`config.mk`:
```
export PLATFORM = sky130hd
export DESIGN_NAME = rar_queue
export DESIGN_NICKNAME = d
export VERILOG_FILES = /design/src/hdl/rar_queue.sv
export SDC_FILE = /design/constraint.sdc
export NUM_CORES = 1
export LEC_CHECK = 0
export ABC_CLOCK_PERIOD_IN_PS = 1550
export BUFFER_PORTS_ARGS = -buffer_cell sky130_fd_sc_hd__buf_4
export CORE_MARGIN = 2
export CORE_UTILIZATION = 49
export DETAILED_ROUTE_END_ITERATION = 8
export PLACE_DENSITY = 0.75
export SETUP_SLACK_MARGIN = 0.3
export SYNTH_ARGS = -nofsm -noshare
export SYNTH_HDL_FRONTEND = slang
export SYNTH_SLANG_ARGS = --single-unit
```
`constraint.sdc`:
```
create_clock -name clk -period 1.55 [get_ports clk]
set_input_delay 0.155 -clock clk [delete_from_list [all_inputs] [get_ports clk]]
set_output_delay 0.155 -clock clk [all_outputs]
set_load 0.005 [all_outputs]
```
`src/hdl/rar_queue.sv`:
```
// Two-entry queue between the front end and the reduction engine.
module rar_queue #(
  parameter int Width = 8
) (
  input  logic             clk,
  input  logic             rst,
  input  logic             wr_valid,
  output logic             wr_ready,
  input  logic [Width-1:0] wr_data,
  output logic             rd_valid,
  input  logic             rd_ready,
  output logic [Width-1:0] rd_data
);
  logic [Width-1:0] slot [2];
  logic             wptr, rptr;
  logic [1:0]       count;
  logic             push, pop;

  assign wr_ready = count != 2'd2;
  assign rd_valid = count != 2'd0;
  assign rd_data  = slot[rptr];
  assign push     = wr_valid && wr_ready;
  assign pop      = rd_valid && rd_ready;

  always_ff @(posedge clk) begin
    if (rst) begin
      wptr  <= 1'b0;
      rptr  <= 1'b0;
      count <= 2'd0;
    end else begin
      if (push) wptr <= !wptr;
      if (pop) rptr <= !rptr;
      count <= count + 2'(push) - 2'(pop);
    end
    if (push) slot[wptr] <= wr_data;
  end
endmodule

```
==> impl_metrics.json <==
{
  "core_um2": 1540,
  "grt_start_max_net_pins": 13,
  "htree_levels": 1,
  "synth-seq-cells": 21,
  "fin_nets": 94,
  "p_sw_mw": 0.380,
  "vias_per_cell": 5.45,
  "p_clk_share_pct": 16.7,
  "synthCells": 54,
  "final_area_um2": 1150,
  "ys_types": 23,
  "cts_tree": "done",
  "synth_area_um2": 832,
  "area_delta_synth_final_pct": 38.6,
  "synth.most_common_cell": "edfxtp_1",
  "max_freq_mhz": 749,
  "drive_above_1_share_pct": 58.8,
  "critPathCaptureType": "output port",
  "grt_pass1_wl_um": 2150,
  "cts.sinks": 21,
  "crit_buf_inv": 1,
  "pwr-share-comb_pct": 31.8,
  "antenna_found_initial": 0,
  "finalCriticalPeriod_ns": 1.34,
  "p_seq_share_pct": 51.5,
  "vias": 523,
  "cellPowerDensity_nw_per_um2": 1300,
  "synth_area_per_cell_um2": 15.4,
  "fin_total_pwr_mw": 1.50,
  "synth_edf_count": 16,
  "totalWireLength_um": 1370,
  "timing.rr.end": "count[0]$_SDFF_PP0_",
  "path_class": "flip-flop to output port",
  "rr_startpoint": "count[1]$_SDFF_PP0_",
  "setup_viol": 0,
  "path_depth": 2,
  "root_buffer": "clkbuf_4",
  "synth_area_leader_cell": "edfxtp_1",
  "async_flop_share_pct": 0,
  "p_sw_share_pct": 25.3,
  "status": "finished, final reports clean",
  "rsz0062_at_grt": "true",
  "grt_use_total_pct": 15.2,
  "cp_max_fo": 8,
  "post_dp_cell_area_um2": 1010,
  "ios": 22,
  "die_h_um": 45.2,
  "slowest_delay_ns": 0.45,
  "path_clk_slew_ns": 0.11,
  "intPower_mw": 1.12,
  "hold_violations": 0,
  "drc": 0,
  "cts_buffers": 3,
  "start_kind": "flip-flop",
  "rows": 14,
  "yosys_most_used_dff": "edfxtp_1",
  "die_w_um": 45.2,
  "ant_nets": 0,
  "leakage_nw": 0.466,
  "ys_seq_area_share_pct": 69.8,
  "maxSlewHeadroom_pct": 71.3,
  "start_util_pct": 54.0,
  "drv_slew": 0,
  "cp.required_ns": 1.39,
  "hold_slack_ns": 0.0344,
  "gp_congestion": 0.793,
  "skew_ns": 0.00355,
  "synth_area_leaders": "edfxtp_1, dfxtp_1, mux2_2, nor2_1, and3_1",
  "path_cells": "mux2_4, buf_6",
  "critPathTopFamily": "flip-flops",
  "clock_latency_ns": 0.29,
  "synth_top_area_share_pct": 57.7,
  "port_buffers": 21,
  "num_antenna_cells": 0,
  "cts_max_path_buffers": 2,
  "wl_per_cell_um": 14.3,
  "hold_path_class": "input port to flip-flop",
  "worst_pin_slew_ns": 0.425,
  "ir_drop_v": 0.000804,
  "dr.pass1.iters": 4,
  "setup_tns_ns": 0,
  "syn_nets": 67,
  "cp.arrival_ns": 1.18,
  "ff2ff_setup_slack_ns": 0.24,
  "post-dp-hpwl_um": 909,
  "synth.top_cells.by_count": "edfxtp_1, mux2_2, dfxtp_1",
  "maxCapViolCount": 0,
  "fin_crit_sh_pct": 86.2,
  "hold_path_end": "count[0]$_SDFF_PP0_",
  "first_iter_violations": 4,
  "cp_slowest_cell": "dfxtp_4",
  "min_path_cells": 2,
  "yosys_warnings": 0,
  "min_from": "rst",
  "die_area_um2": 2040,
  "overflow": 0,
  "rr_worst_depth": 5,
  "grt_pass1_vias": 510
}
-- area by class of cell --
type	instances	area, um^2
timing repair buffer	23	203
sequential	21	592
clock inverter	1	5.00
fill	99	388
inverter	1	6.26
multi-input combinational	31	305
tap	16	20.0
clock buffer	3	22.5
-- metrics by stage --
stage          cells  worst slack [ns]  utilization, %
2_1_floorplan     54             0.305               -
3_3_place_gp      90             0.237            65.3
3_5_place_dp      90             0.217            65.3
4_1_cts           96             0.188            72.4
5_1_grt           96             0.166            74.8
6_report          96             0.215            74.8
-- cells in the final DEF (no fill, tap or decap), types with 2 or more instances in the layout --
cell type | netlist | routed
buf_4 | 0 | 15
buf_6 | 0 | 8
clkbuf_4 | 0 | 3
dfxtp_1 | 5 | 2
dfxtp_4 | 0 | 3
edfxtp_1 | 16 | 16
mux2_4 | 0 | 8
nor2_1 | 4 | 3
o21ai_0 | 2 | 2
-- layer usage --
| metal | track usage [%] | part of all wire, % | vias up |
|---|---|---|---|
| li1 | - | - | 254 |
| met1 | 18.6 | 43 | 256 |
| met2 | 25.1 | 53 | 11 |
| met3 | 3.60 | 4.0 | 2 |
| met4 | 7.06 | 0.66 | 0 |
| met5 | 0 | 0 | - |
-- worst reg2reg max path, cell delays in order, from the launching register on --
cell,delay [ns]
dfxtp_4,0.38
and2b_1,0.18
o21ba_4,0.19
nor2_2,0.08
ha_2,0.26
nor2b_1,0.12
-- timing repair --
| item | CTS | global route |
|---|---|---|
| endpoints found under the hold margin | 0 | 0 |
| cloned | 0 | 0 |
| hold buffers | 0 | 0 |
| buffers inserted | 2 | 0 |
| pin swaps | 3 | 2 |
| gates resized for setup | 22 | 9 |
| setup endpoints to repair | 27 | 28 |
-- power by group through the flow --
stage	Sequential, mW	Clock (mW)	Combinational [mW]
2_1_floorplan	0.729	0	0.217
3_3_place_gp	0.758	0	0.344
3_5_place_dp	0.760	0	0.347
4_1_cts	0.765	0.262	0.432
5_1_grt	0.788	0.282	0.514
6_report	0.774	0.251	0.478
-- flip-flops by register name (all words and copies together), names as in the netlist, named ones only --
| name | cells |
|---|---|
| count | 2 |
| rptr | 1 |
| slot | 16 |
| wptr | 1 |
-- kinds of logic after synthesis --
logic type               after synthesis  share of synthesized area (%)
AO/OA/AOI/OAI                          6                           5.26
XOR/XNOR                               1                           1.05
adder cells (fa/ha/maj)                1                           1.50
buffers and inverters                  2                           1.05
flip-flops                            21                           69.8
multiplexers                           8                           10.8
AND/OR/NAND/NOR                       15                           10.5
-- worst max path at each step --
| stage | start | slack, ns | end |
|---|---|---|---|
| floorplan | count[1]$_SDFF_PP0_ | 0.31 | count[1]$_SDFF_PP0_ |
| global placement | count[1]$_SDFF_PP0_ | 0.24 | count[1]$_SDFF_PP0_ |
| detailed placement | count[0]$_SDFF_PP0_ | 0.22 | slot[1][0]$_DFFE_PP_ |
| CTS | flip-flop | 0.19 | rd_data[6] |
| global route | flip-flop | 0.17 | rd_data[2] |
| finish | flip-flop | 0.21 | rd_data[6] |
Note: power is estimated with default switching activity, not from simulation.
