File: src/hdl/rar_pkg.sv
// Shared constants and operation codes for the rational reduce unit.
package rar_pkg;

  localparam int OPERAND_WIDTH_DEF = 16;
  localparam int NUM_W = 33;
  localparam int DEN_W = 31;
  localparam int ACT_W = 2;

  localparam logic [ACT_W-1:0] ACT_ADD = 2'd0;
  localparam logic [ACT_W-1:0] ACT_SUB = 2'd1;
  localparam logic [ACT_W-1:0] ACT_MUL = 2'd2;
  localparam logic [ACT_W-1:0] ACT_DIV = 2'd3;

endpackage

File: src/hdl/rar_back.sv
// Back end: Euclidean GCD by restoring remainder steps, then two exact divisions.
module rar_back
  import rar_pkg::*;
#(
  parameter int OperandWidth = OPERAND_WIDTH_DEF,
  localparam int MagW = 2 * OperandWidth + 1
) (
  input  logic                    clk,
  input  logic                    rst,
  input  logic                    q_valid,
  output logic                    q_ready,
  input  logic [MagW-1:0]         q_mag,
  input  logic [MagW-1:0]         q_den,
  input  logic                    q_neg,
  input  logic                    q_fault,
  output logic                    out_valid,
  input  logic                    out_ready,
  output logic signed [NUM_W-1:0] result_num,
  output logic [DEN_W-1:0]        result_den,
  output logic                    fault
);
  localparam int CW = $clog2(MagW + 1);

  localparam logic [2:0] ST_IDLE = 3'd0;
  localparam logic [2:0] ST_GCD  = 3'd1;
  localparam logic [2:0] ST_DVN  = 3'd2;
  localparam logic [2:0] ST_DVD  = 3'd3;
  localparam logic [2:0] ST_DONE = 3'd4;

  logic [2:0]      state;
  logic [MagW-1:0] mag, den, ga, g;
  logic [MagW-1:0] dq, dr, dd;   // shared divider: quotient/dividend, remainder, divisor
  logic [CW-1:0]   cnt;
  logic            neg, flt;

  // One restoring division step of the shared divider.
  logic [MagW:0]   trial;
  logic [MagW-1:0] r_sh;
  always_comb begin
    r_sh  = {dr[MagW-2:0], dq[MagW-1]};
    trial = {1'b0, r_sh} - {1'b0, dd};
  end

  assign q_ready = state == ST_IDLE && !out_valid;

  always_ff @(posedge clk) begin
    if (rst) begin
      state     <= ST_IDLE;
      out_valid <= 1'b0;
    end else begin
      if (out_valid && out_ready) out_valid <= 1'b0;
      case (state)
        ST_IDLE: begin
          if (q_valid && q_ready) begin
            mag <= q_mag;
            den <= q_den;
            neg <= q_neg;
            flt <= q_fault;
            if (q_fault || q_mag == '0) begin
              state <= ST_DONE;
            end else begin
              ga    <= q_den;
              dq    <= q_mag;
              dd    <= q_den;
              dr    <= '0;
              cnt   <= CW'(MagW);
              state <= ST_GCD;
            end
          end
        end
        // Each pass computes a mod b bit by bit, then swaps.
        ST_GCD: begin
          if (cnt != '0) begin
            dq  <= {dq[MagW-2:0], ~trial[MagW]};
            dr  <= trial[MagW] ? r_sh : trial[MagW-1:0];
            cnt <= cnt - 1'b1;
          end else if (dr == '0) begin
            g     <= ga;
            dq    <= mag;
            dd    <= ga;
            dr    <= '0;
            cnt   <= CW'(MagW);
            state <= ST_DVN;
          end else begin
            ga  <= dr;
            dq  <= ga;
            dd  <= dr;
            dr  <= '0;
            cnt <= CW'(MagW);
          end
        end
        ST_DVN: begin
          if (cnt != '0) begin
            dq  <= {dq[MagW-2:0], ~trial[MagW]};
            dr  <= trial[MagW] ? r_sh : trial[MagW-1:0];
            cnt <= cnt - 1'b1;
          end else begin
            mag   <= dq;
            dq    <= den;
            dd    <= g;
            dr    <= '0;
            cnt   <= CW'(MagW);
            state <= ST_DVD;
          end
        end
        ST_DVD: begin
          if (cnt != '0) begin
            dq  <= {dq[MagW-2:0], ~trial[MagW]};
            dr  <= trial[MagW] ? r_sh : trial[MagW-1:0];
            cnt <= cnt - 1'b1;
          end else begin
            den   <= dq;
            state <= ST_DONE;
          end
        end
        ST_DONE: begin
          // Output register; faults and zero results come out as 0/1.
          if (flt || mag == '0) begin
            result_num <= '0;
            result_den <= DEN_W'(1);
          end else begin
            result_num <= NUM_W'(neg ? (~mag + 1'b1) : mag);
            result_den <= DEN_W'(den);
          end
          fault     <= flt;
          out_valid <= 1'b1;
          state     <= ST_IDLE;
        end
        default: state <= ST_IDLE;
      endcase
    end
  end
endmodule

File: config.mk
export PLATFORM = sky130hd
export DESIGN_NAME = rar_back
export DESIGN_NICKNAME = d
export VERILOG_FILES = /design/src/hdl/rar_pkg.sv /design/src/hdl/rar_back.sv
export SDC_FILE = /design/constraint.sdc
export NUM_CORES = 1
export LEC_CHECK = 0
export BUFFER_PORTS_ARGS = -buffer_cell sky130_fd_sc_hd__buf_2
export CAP_MARGIN = 20
export CELL_PAD_IN_SITES_DETAIL_PLACEMENT = 1
export CELL_PAD_IN_SITES_GLOBAL_PLACEMENT = 2
export CORE_MARGIN = 2
export CORE_UTILIZATION = 37
export CTS_BUF_LIST = sky130_fd_sc_hd__clkbuf_2 sky130_fd_sc_hd__clkbuf_4 sky130_fd_sc_hd__clkbuf_8
export CTS_CLUSTER_SIZE = 16
export DETAILED_ROUTE_END_ITERATION = 16
export PLACE_DENSITY_LB_ADDON = 0.05
export SYNTH_ARGS = -nofsm -noshare
export SYNTH_HDL_FRONTEND = slang
export SYNTH_SLANG_ARGS = --single-unit
File: constraint.sdc
create_clock -name clk -period 5.5 [get_ports clk]
set_input_delay 0.275 -clock clk [delete_from_list [all_inputs] [get_ports clk]]
set_output_delay 0.275 -clock clk [all_outputs]
set_load 0.03 [all_outputs]
==> flow_summary.yaml <==
yosys:
  synth-seq-area-share: 0.578
  yosysUniqueCellTypes: 63
  ys_seq_elements: 308
  synth_cells: 1455
  yosys_warnings: 0
  synth_edf_count: 304
  async_reset_ff_frac: 0
  syn_area_mm2: 0.0159
  synth_fp_nets: 1564
  synthTopCellsByArea: "edfxtp_1, nand2_1, a21oi_1"
  syn_area_per_cell_um2: 10.9
  synthFlopType: "edfxtp_1"
  yosys.area.top_type: "edfxtp_1"
  synth_top_area_frac: 0.573
route:
  drtAntennaViolNets: 0
  vias: 12100
  drt_iter0_markers: 762
  drc: 0
  wl_per_cell_um: 24.0
  postRouteWirelength_mm: 53.0
  via_per_inst: 5.48
  firstDrtPassIters: 7
critical_path:
  reg2reg_slack_ps: 1280
  start_kind: "flop"
  timing.critical_path.to: "result_num[30]"
  cp-end-kind: "flop"
  worstPathArrival_ps: 4530
  r2r-end: "result_num[30]"
  worstPathMaxFanout: 33
  r2r-start: "mag[2]"
  startpoint: "mag[2]"
  path_class: "reg2reg"
  required_ps: 5820
  rr_worst_depth: 10
cts:
  h-tree-depth: 2
  cts_root_buffer: "clkbuf_8"
  clockBufferDepth: 3
  cts_tree: "built"
  clk_pin_slew_ps: 70
  clock_latency_ps: 610
  numCtsBuffers: 56
  clkSinkCount: 308
  cts_resized: 0
global_routing:
  overflow: 0
  grt_max_degree: 82
  track_usage: 0.238
  grt_pass1_wl_mm: 79.6
  antenna_found_initial: 1
  grt_pass1_vias: 12600
timing:
  rsz0062_at_grt: "no"
  tightest_slew_ps: 1020
  maxSlewViolCount: 0
  min_period_over_period: 0.766
  setup_viol: 0
  fin_ws_ps: 1280
  finalHoldViolCount: 0
  fin_crit_ps: 4220
  timing.hold.ws_ps: 32.5
  setup_tns_ps: 0
  fmax_mhz: 237
  finalClockSkew_ps: 17.5
  slew_headroom: 0.318
power_and_ir_drop:
  p_int_mw: 4.16
  p_clk_frac: 0.370
  switchingPower_mw: 1.58
  p_per_area_mw_per_mm2: 309
  p_leak_nw: 7.13
  swShare: 0.276
  peakVddDrop_uv: 219
  comb_power_share: 0.136
  power_mw: 5.74
  seq_power_share: 0.494
floorplan:
  core_area_mm2: 0.0428
  io_pins: 139
  die_height_um: 211
  dieArea_mm2: 0.0447
  start_util: 0.372
  placementRows: 76
  die_w_um: 211
place:
  pre_cts_ws_ps: 1350
  hpwl_mm: 37.0
  io_buffers: 138
  post-place-cells: 2080
  gp_congestion: 0.799
run:
  max_cap_viol_count: 0
finish:
  layout-drive-gt1-share: 0.182
  layout_commonest_cell: "edfxtp_1"
  final_cell_mix: "edfxtp_1, nand2_1, a21oi_1"
  areaGrowthSynthToFinish_pct: 16.8
  fin_nets: 1727
  stdcell_count: 2207
outcome:
  status: "completed"
min_path:
  hold_class: "in2reg"
## kinds of logic after synthesis
group,after synthesis,share of synthesized area
AND/OR/NAND/NOR,476,0.135
adder cells (fa/ha/maj),37,0.0295
buffers and inverters,130,0.0313
XOR/XNOR,62,0.0341
multiplexers,59,0.0397
flip-flops,308,0.578
AO/OA/AOI/OAI,383,0.152
## layer usage
| metal | track usage | wire length [um] |
|---|---|---|
| met1 | 0.323 | 24000 |
| met2 | 0.400 | 25800 |
| met3 | 0.0320 | 1980 |
| met4 | 0.0629 | 1180 |
| met5 | 0 | 0 |
## synth_stat cells (6+ instances only)
library cell,instances
and2_1,32
nand4_1,6
nand2b_1,8
nor2b_1,10
nand3_1,11
o31ai_1,8
edfxtp_1,304
ha_1,36
a22oi_1,32
xor2_1,31
a211oi_1,11
o21ai_0,73
nand2_1,211
nor3_1,10
a21o_1,44
a221o_1,35
mux2_2,33
nor4_1,21
a21oi_1,146
xnor2_1,31
nor2_1,134
mux2i_1,26
or3_1,6
clkbuf_1,73
inv_1,47
## power by group through the flow
stage                     clock network, mW  registers, mW  logic (mW)
after detailed placement                  0           2.88       0.774
after floorplan                           0           2.86       0.492
after CTS                              2.18           2.84       0.792
after global placement                    0           2.88       0.765
final                                  2.13           2.84       0.780
after global routing                   2.27           2.85       0.865
## state kept, by name (all words and copies together), names as in the netlist
register    cells
cnt             6
out_valid       1
neg             1
fault           1
result_num     33
dd             33
flt             1
dq             33
g              33
mag            33
dr             33
state           3
result_den     31
ga             33
den            33
## per-stage QoR
| stage | instance area (um^2) | utilization |
|---|---|---|
| 6_report | 18600 | 0.435 |
| 5_1_grt | 18600 | 0.435 |
| 4_1_cts | 18600 | 0.435 |
| 3_5_place_dp | 17300 | 0.404 |
| 3_3_place_gp | 17300 | 0.404 |
| 2_1_floorplan | 15900 | - |
## worst min path at each step
stage | start | to | slack (ps) | cells past startpoint
after detailed placement | q_neg | neg | 460 | 1
after CTS | q_mag[28] | mag[28] | 0.5 | 2
after floorplan | q_fault | flt | 370 | 0
final | q_mag[16] | dq[16] | 30 | 3
after global routing | q_mag[23] | mag[23] | 10 | 2
after global placement | q_neg | neg | 450 | 1
## area by class of cell
type,instances,area [um^2]
fill,4749,24200
sequential,308,9210
multi-input combinational,1017,6340
timing repair buffer,188,1140
clock buffer,69,875
tap,546,683
clock inverter,31,180
inverter,47,176
antenna,1,2.50
## critical path: stages (launching register included)
cell,delay (ps)
edfxtp_1,450
nor3_1,390
nand3_1,260
nand4bb_2,380
or4_4,540
nand2b_4,170
or3_4,380
nor3_1,400
ha_1,290
or2_2,530
nor2_1,120
## repair_timing
item                                    in CTS  in global routing
hold buffers                                26                  0
endpoints found under the setup margin       0                  0
buffers inserted                             0                  0
endpoints found under the hold margin       32                  0
Power figures use the tool's default switching activity.
