`config.mk`:
```
export PLATFORM = sky130hd
export DESIGN_NAME = rar_front
export DESIGN_NICKNAME = d
export VERILOG_FILES = /design/src/hdl/rar_pkg.sv /design/src/hdl/rar_front.sv
export SDC_FILE = /design/constraint.sdc
export NUM_CORES = 2
export LEC_CHECK = 0
export BUFFER_PORTS_ARGS = -buffer_cell sky130_fd_sc_hd__buf_2
export CORE_UTILIZATION = 65
export DETAILED_ROUTE_END_ITERATION = 6
export GPL_ROUTABILITY_DRIVEN = 0
export GPL_TIMING_DRIVEN = 0
export PLACE_DENSITY = 0.82
export SYNTH_ARGS = -nofsm -noshare
export SYNTH_HDL_FRONTEND = slang
export SYNTH_SLANG_ARGS = --single-unit
```
`constraint.sdc`:
```
create_clock -name clk -period 8 [get_ports clk]
set_clock_uncertainty 0.2 [all_clocks]
set_input_delay 1.6 -clock clk [delete_from_list [all_inputs] [get_ports clk]]
set_output_delay 1.6 -clock clk [all_outputs]
set_load 0.01 [all_outputs]
```
`src/hdl/rar_pkg.sv`:
```
// Shared constants and operation codes for the rational reduce unit.
package rar_pkg;

  localparam int OPERAND_WIDTH_DEF = 16;
  localparam int NUM_W = 33;
  localparam int DEN_W = 31;
  localparam int ACT_W = 2;

  localparam logic [ACT_W-1:0] ACT_ADD = 2'd0;
  localparam logic [ACT_W-1:0] ACT_SUB = 2'd1;
  localparam logic [ACT_W-1:0] ACT_MUL = 2'd2;
  localparam logic [ACT_W-1:0] ACT_DIV = 2'd3;

endpackage

```
`src/hdl/rar_front.sv`:
```
// Front end: splits operands into sign and magnitude and multiplies them.
module rar_front
  import rar_pkg::*;
#(
  parameter int OperandWidth = OPERAND_WIDTH_DEF,
  localparam int MagW = 2 * OperandWidth + 1
) (
  input  logic                           clk,
  input  logic                           rst,
  input  logic                           in_valid,
  output logic                           in_ready,
  input  logic [ACT_W-1:0]               action,
  input  logic [OperandWidth-1:0]        left_num,
  input  logic [OperandWidth-1:0]        left_den,
  input  logic [OperandWidth-1:0]        right_num,
  input  logic [OperandWidth-1:0]        right_den,
  output logic                           q_valid,
  input  logic                           q_ready,
  output logic [MagW-1:0]                q_mag,
  output logic [MagW-1:0]                q_den,
  output logic                           q_neg,
  output logic                           q_fault
);
  localparam int PW = 2 * OperandWidth;

  // Stage 1 registers: magnitudes, signs and classification.
  logic                    s1_valid;
  logic [ACT_W-1:0]        s1_act;
  logic [OperandWidth-1:0] ln, ld, rn, rd;
  logic                    s1_sg1, s1_sg2, s1_fault;
  // Stage 2 registers: products.
  logic                    s2_valid;
  logic [ACT_W-1:0]        s2_act;
  logic [PW-1:0]           pa, pb, pd;
  logic                    s2_sg1, s2_sg2, s2_fault;

  function automatic logic [OperandWidth-1:0] mag_of(input logic [OperandWidth-1:0] v);
    mag_of = v[OperandWidth-1] ? (~v + 1'b1) : v;
  endfunction

  logic adv2, adv1;
  assign adv2     = !s2_valid || q_ready;
  assign adv1     = !s1_valid || adv2;
  assign in_ready = adv1;

  always_ff @(posedge clk) begin
    if (rst) begin
      s1_valid <= 1'b0;
      s2_valid <= 1'b0;
    end else begin
      if (adv1) s1_valid <= in_valid;
      if (adv2) s2_valid <= s1_valid;
    end
    if (adv1 && in_valid) begin
      s1_act   <= action;
      ln       <= mag_of(left_num);
      ld       <= mag_of(left_den);
      rn       <= mag_of(right_num);
      rd       <= mag_of(right_den);
      s1_sg1   <= left_num[OperandWidth-1] ^ left_den[OperandWidth-1];
      s1_sg2   <= right_num[OperandWidth-1] ^ right_den[OperandWidth-1];
      s1_fault <= (left_den == '0) || (right_den == '0) ||
                  (action == ACT_DIV && right_num == '0);
    end
    // Three products; the operand pairs depend on the operation.
    if (adv2 && s1_valid) begin
      s2_act   <= s1_act;
      s2_sg1   <= s1_sg1;
      s2_sg2   <= s1_sg2 ^ (s1_act == ACT_SUB);
      s2_fault <= s1_fault;
      pa       <= (s1_act == ACT_MUL) ? PW'(ln) * PW'(rn) : PW'(ln) * PW'(rd);
      pb       <= PW'(rn) * PW'(ld);
      pd       <= (s1_act == ACT_DIV) ? PW'(ld) * PW'(rn) : PW'(ld) * PW'(rd);
    end
  end

  // Combine products into a signed magnitude.
  logic [MagW-1:0] sum, da, db;
  always_comb begin
    da      = {1'b0, pa};
    db      = {1'b0, pb};
    q_den   = {1'b0, pd};
    q_fault = s2_fault;
    q_valid = s2_valid;
    sum     = da + db;
    if (s2_act == ACT_MUL || s2_act == ACT_DIV) begin
      q_mag = da;
      q_neg = s2_sg1 ^ s2_sg2;
    end else if (s2_sg1 == s2_sg2) begin
      q_mag = sum;
      q_neg = s2_sg1;
    end else if (da >= db) begin
      q_mag = da - db;
      q_neg = s2_sg1;
    end else begin
      q_mag = db - da;
      q_neg = s2_sg2;
    end
  end
endmodule

```
==> flow_summary.json <==
{
  "yosysTopAreaCell": "fa_1",
  "critPathLaunchType": "flop",
  "critPathCaptureType": "flop",
  "syn_area_sq_um": 46500,
  "yosysMostFrequentCell": "inv_1",
  "period_share": 1.02,
  "outcome": "complete, but fails checks",
  "synth_edf_count": 169,
  "yosysSeqAreaShare": 0.110,
  "drc": 14,
  "drtIter0Drc": 5692,
  "worstHoldPathCells": 0,
  "firstDrtPassIters": 7,
  "die_h_um": 270,
  "cts_tree": "built",
  "crit_path_cell_trace": "clkbuf_1 -> and2_1 -> fa_1 -> fa_1 -> fa_1 -> fa_1 -> fa_1 -> inv_1 -> fa_1 -> inv_1 -> ha_1 -> nand4_1 -> nor2_1 -> or4b_1 -> a41oi_2 -> o31ai_2 -> nand2b_1 -> a21oi_1 -> xor2_1 -> a21oi_1",
  "pin_count": 140,
  "netlist_instances": 5268,
  "worstPathArrival_ns": 8.14,
  "cp_slowest_cell": "clkbuf_1",
  "cts.sinks": 171,
  "crit_required_ns": 8.02,
  "nNetsFinal": 6797,
  "min_path_type": "reg -> reg",
  "syn2layout_area_growth_pct": 5.91,
  "clockRootBuffer": "clkbuf_16",
  "r2r_cells": 20,
  "grt_pass1_wl_mm": 238,
  "synth_area_leaders": "fa_1 34%, ha_1 14%, edfxtp_1 11%",
  "die_w_um": 270,
  "postSynthAreaPerCell_sq_um": 8.83,
  "yosys_warnings": 0,
  "cap_violations": 0,
  "die-area_sq_um": 72700,
  "route.detailed.wl_per_inst_um": 24.7,
  "path_max_fanout": 10,
  "synth_top_area_share": 0.335,
  "gr-total-overflow": 0,
  "synth_flop_cell": "edfxtp_1",
  "hold_start": "s1_sg1",
  "async_flop_share": 0,
  "maxSlewViolCount": 0,
  "setup_viol": 3,
  "hold_viol": 0,
  "setup-tns-final_ns": -0.224,
  "startpoint": "ld[2]",
  "cts_hold_buf": 0,
  "clk_pin_slew_ns": 0.08,
  "drive_gt1_frac": 0.0626,
  "drtAntennaViolNets": 0,
  "r2r_end": "pd[23]",
  "rows": 97,
  "finalCriticalPeriod_ns": 8.12,
  "port_buffers": 135,
  "dpl.hpwl_mm": 127,
  "cts.htree.levels": 4,
  "clk_path_buf_depth": 2,
  "cpPeakStageDelay_ns": 0.87,
  "r2r-start": "ld[2]",
  "rsz0062_at_grt": "yes",
  "synth_nets": 6633,
  "crit_type": "reg -> reg",
  "vias_per_cell": 6.33,
  "clk_latency_ns": 0.51,
  "antenna_found_initial": 10,
  "grt_pass1_vias": 41026,
  "endpoint": "pd[23]",
  "tightestPinTransition_ns": 1.16,
  "ys_top_cells_by_count": "1,017 x inv_1, 779 x fa_1, 722 x nand2_1",
  "violations": "DRC, setup timing",
  "initial_core_util": 0.661,
  "track_usage": 0.438,
  "fillers": 5353,
  "fmax_mhz": 123,
  "slew_headroom": 0.217,
  "synth-seq-cells": 171,
  "crit_top_cell": "fa_1",
  "vias": 40454,
  "coreArea_sq_um": 70400,
  "drt-total-wl_mm": 158,
  "grt_max_degree": 70,
  "numCtsBuffers": 17,
  "worst_slack_ns": -0.124,
  "ff2ff_setup_slack_ns": -0.12,
  "yosysUniqueCellTypes": 95
}
through the flow:
step / utilization / setup WS, ns / hold WS (ns) / std cells / instance area, sq um
after global placement: 0.687 / -0.392 / 0.203 / 6343 / 48400
after CTS: 0.697 / 0.0465 / 0.235 / 6378 / 49100
after detailed placement: 0.689 / -0.405 / 0.218 / 6346 / 48500
after global routing: 0.700 / -0.0546 / 0.247 / 6386 / 49300
after floorplan: - / 1.12 / 0.200 / 5268 / 46500
final: 0.700 / -0.124 / 0.238 / 6394 / 49300
cell families (layout without fill, tap and decap cells):
kind of cell               after synthesis  in the layout  share of synthesized area
other                                    1             10                  0.0000806
xor gates and xnor gates               176            176                     0.0331
DFF                                    171            171                      0.110
and+or+nand+nor                       1584           1584                      0.167
AOI/OAI and AO/OA                      730            730                      0.104
muxes                                   28             28                    0.00634
buffers and inverters                 1283           1460                      0.106
adders and majority gates             1295           1295                      0.474
what timing repair did:
action | in CTS | in global routing
setup endpoints to repair | 12 | 16
pin swaps | 0 | 1
gates resized for setup | 30 | 127
setup buffers | 0 | 7
state kept, by name, indices dropped and copies added, names as in the netlist:
name	flops
s1_act	2
s1_fault	1
ln	16
s1_sg2	1
pb	32
ld	16
s2_sg2	1
pd	32
s1_valid	1
q_valid	1
s2_sg1	1
rd	16
rn	16
pa	32
s2_act	1
q_fault	1
s1_sg1	1
metal layers:
metal,global-route usage,vias to the layer above,part of all wire
met4,0.303,18,0.087
met5,0.00592,-,0.0013
met3,0.187,916,0.16
li1,-,16899,-
met2,0.634,3422,0.41
met1,0.527,19199,0.34
worst min-delay path by stage:
| stage | to | slack [ns] |
|---|---|---|
| global placement | s2_sg1 | 0.20 |
| detailed placement | s2_sg1 | 0.22 |
| finish | s2_sg1 | 0.24 |
| global route | s2_sg1 | 0.25 |
| floorplan | q_fault | 0.20 |
| CTS | s2_sg1 | 0.24 |
critical path, delay by kind of cell (launching register included):
kind                     cells  cell delay [ns]
XOR/XNOR                     1             0.55
adder cells (fa/ha/maj)      7             3.26
flip-flops                   1             0.59
AO/OA/AOI/OAI                4             0.93
buffers and inverters        3             0.96
AND/OR/NAND/NOR              5             1.35
cell type report:
cell class	instances	area, sq um	share of cell area
Multi-Input combinational cell	3814	36600	0.742
Sequential cell	171	5110	0.104
Inverter	1018	3820	0.0775
Buffer	265	1220	0.0247
Tap cell	940	1180	0.0239
Timing Repair Buffer	145	796	0.0161
Clock buffer	18	429	0.00871
Clock inverter	14	136	0.00277
Antenna cell	9	22.5	0.000457
cell usage in the layout, fill, tap and decap left out, types with 26 or more instances in the layout:
| master | instances |
|---|---|
| inv_1 | 1017 |
| xnor2_1 | 134 |
| fa_1 | 779 |
| o21bai_1 | 28 |
| a21o_1 | 76 |
| buf_2 | 152 |
| and2_1 | 483 |
| nand2_1 | 722 |
| nor2_1 | 129 |
| ha_1 | 516 |
| nand3_1 | 28 |
| clkbuf_1 | 160 |
| o21ai_0 | 143 |
| a211oi_1 | 26 |
| a21oi_1 | 186 |
| xor2_1 | 37 |
| o31ai_1 | 33 |
| edfxtp_1 | 169 |
| nand2b_1 | 32 |
| nor3_1 | 50 |
| o21a_1 | 34 |
| clkbuf_2 | 68 |
Power is not shown: default switching activity piles up to over one toggle a cycle in this logic, so the estimate is an artifact.
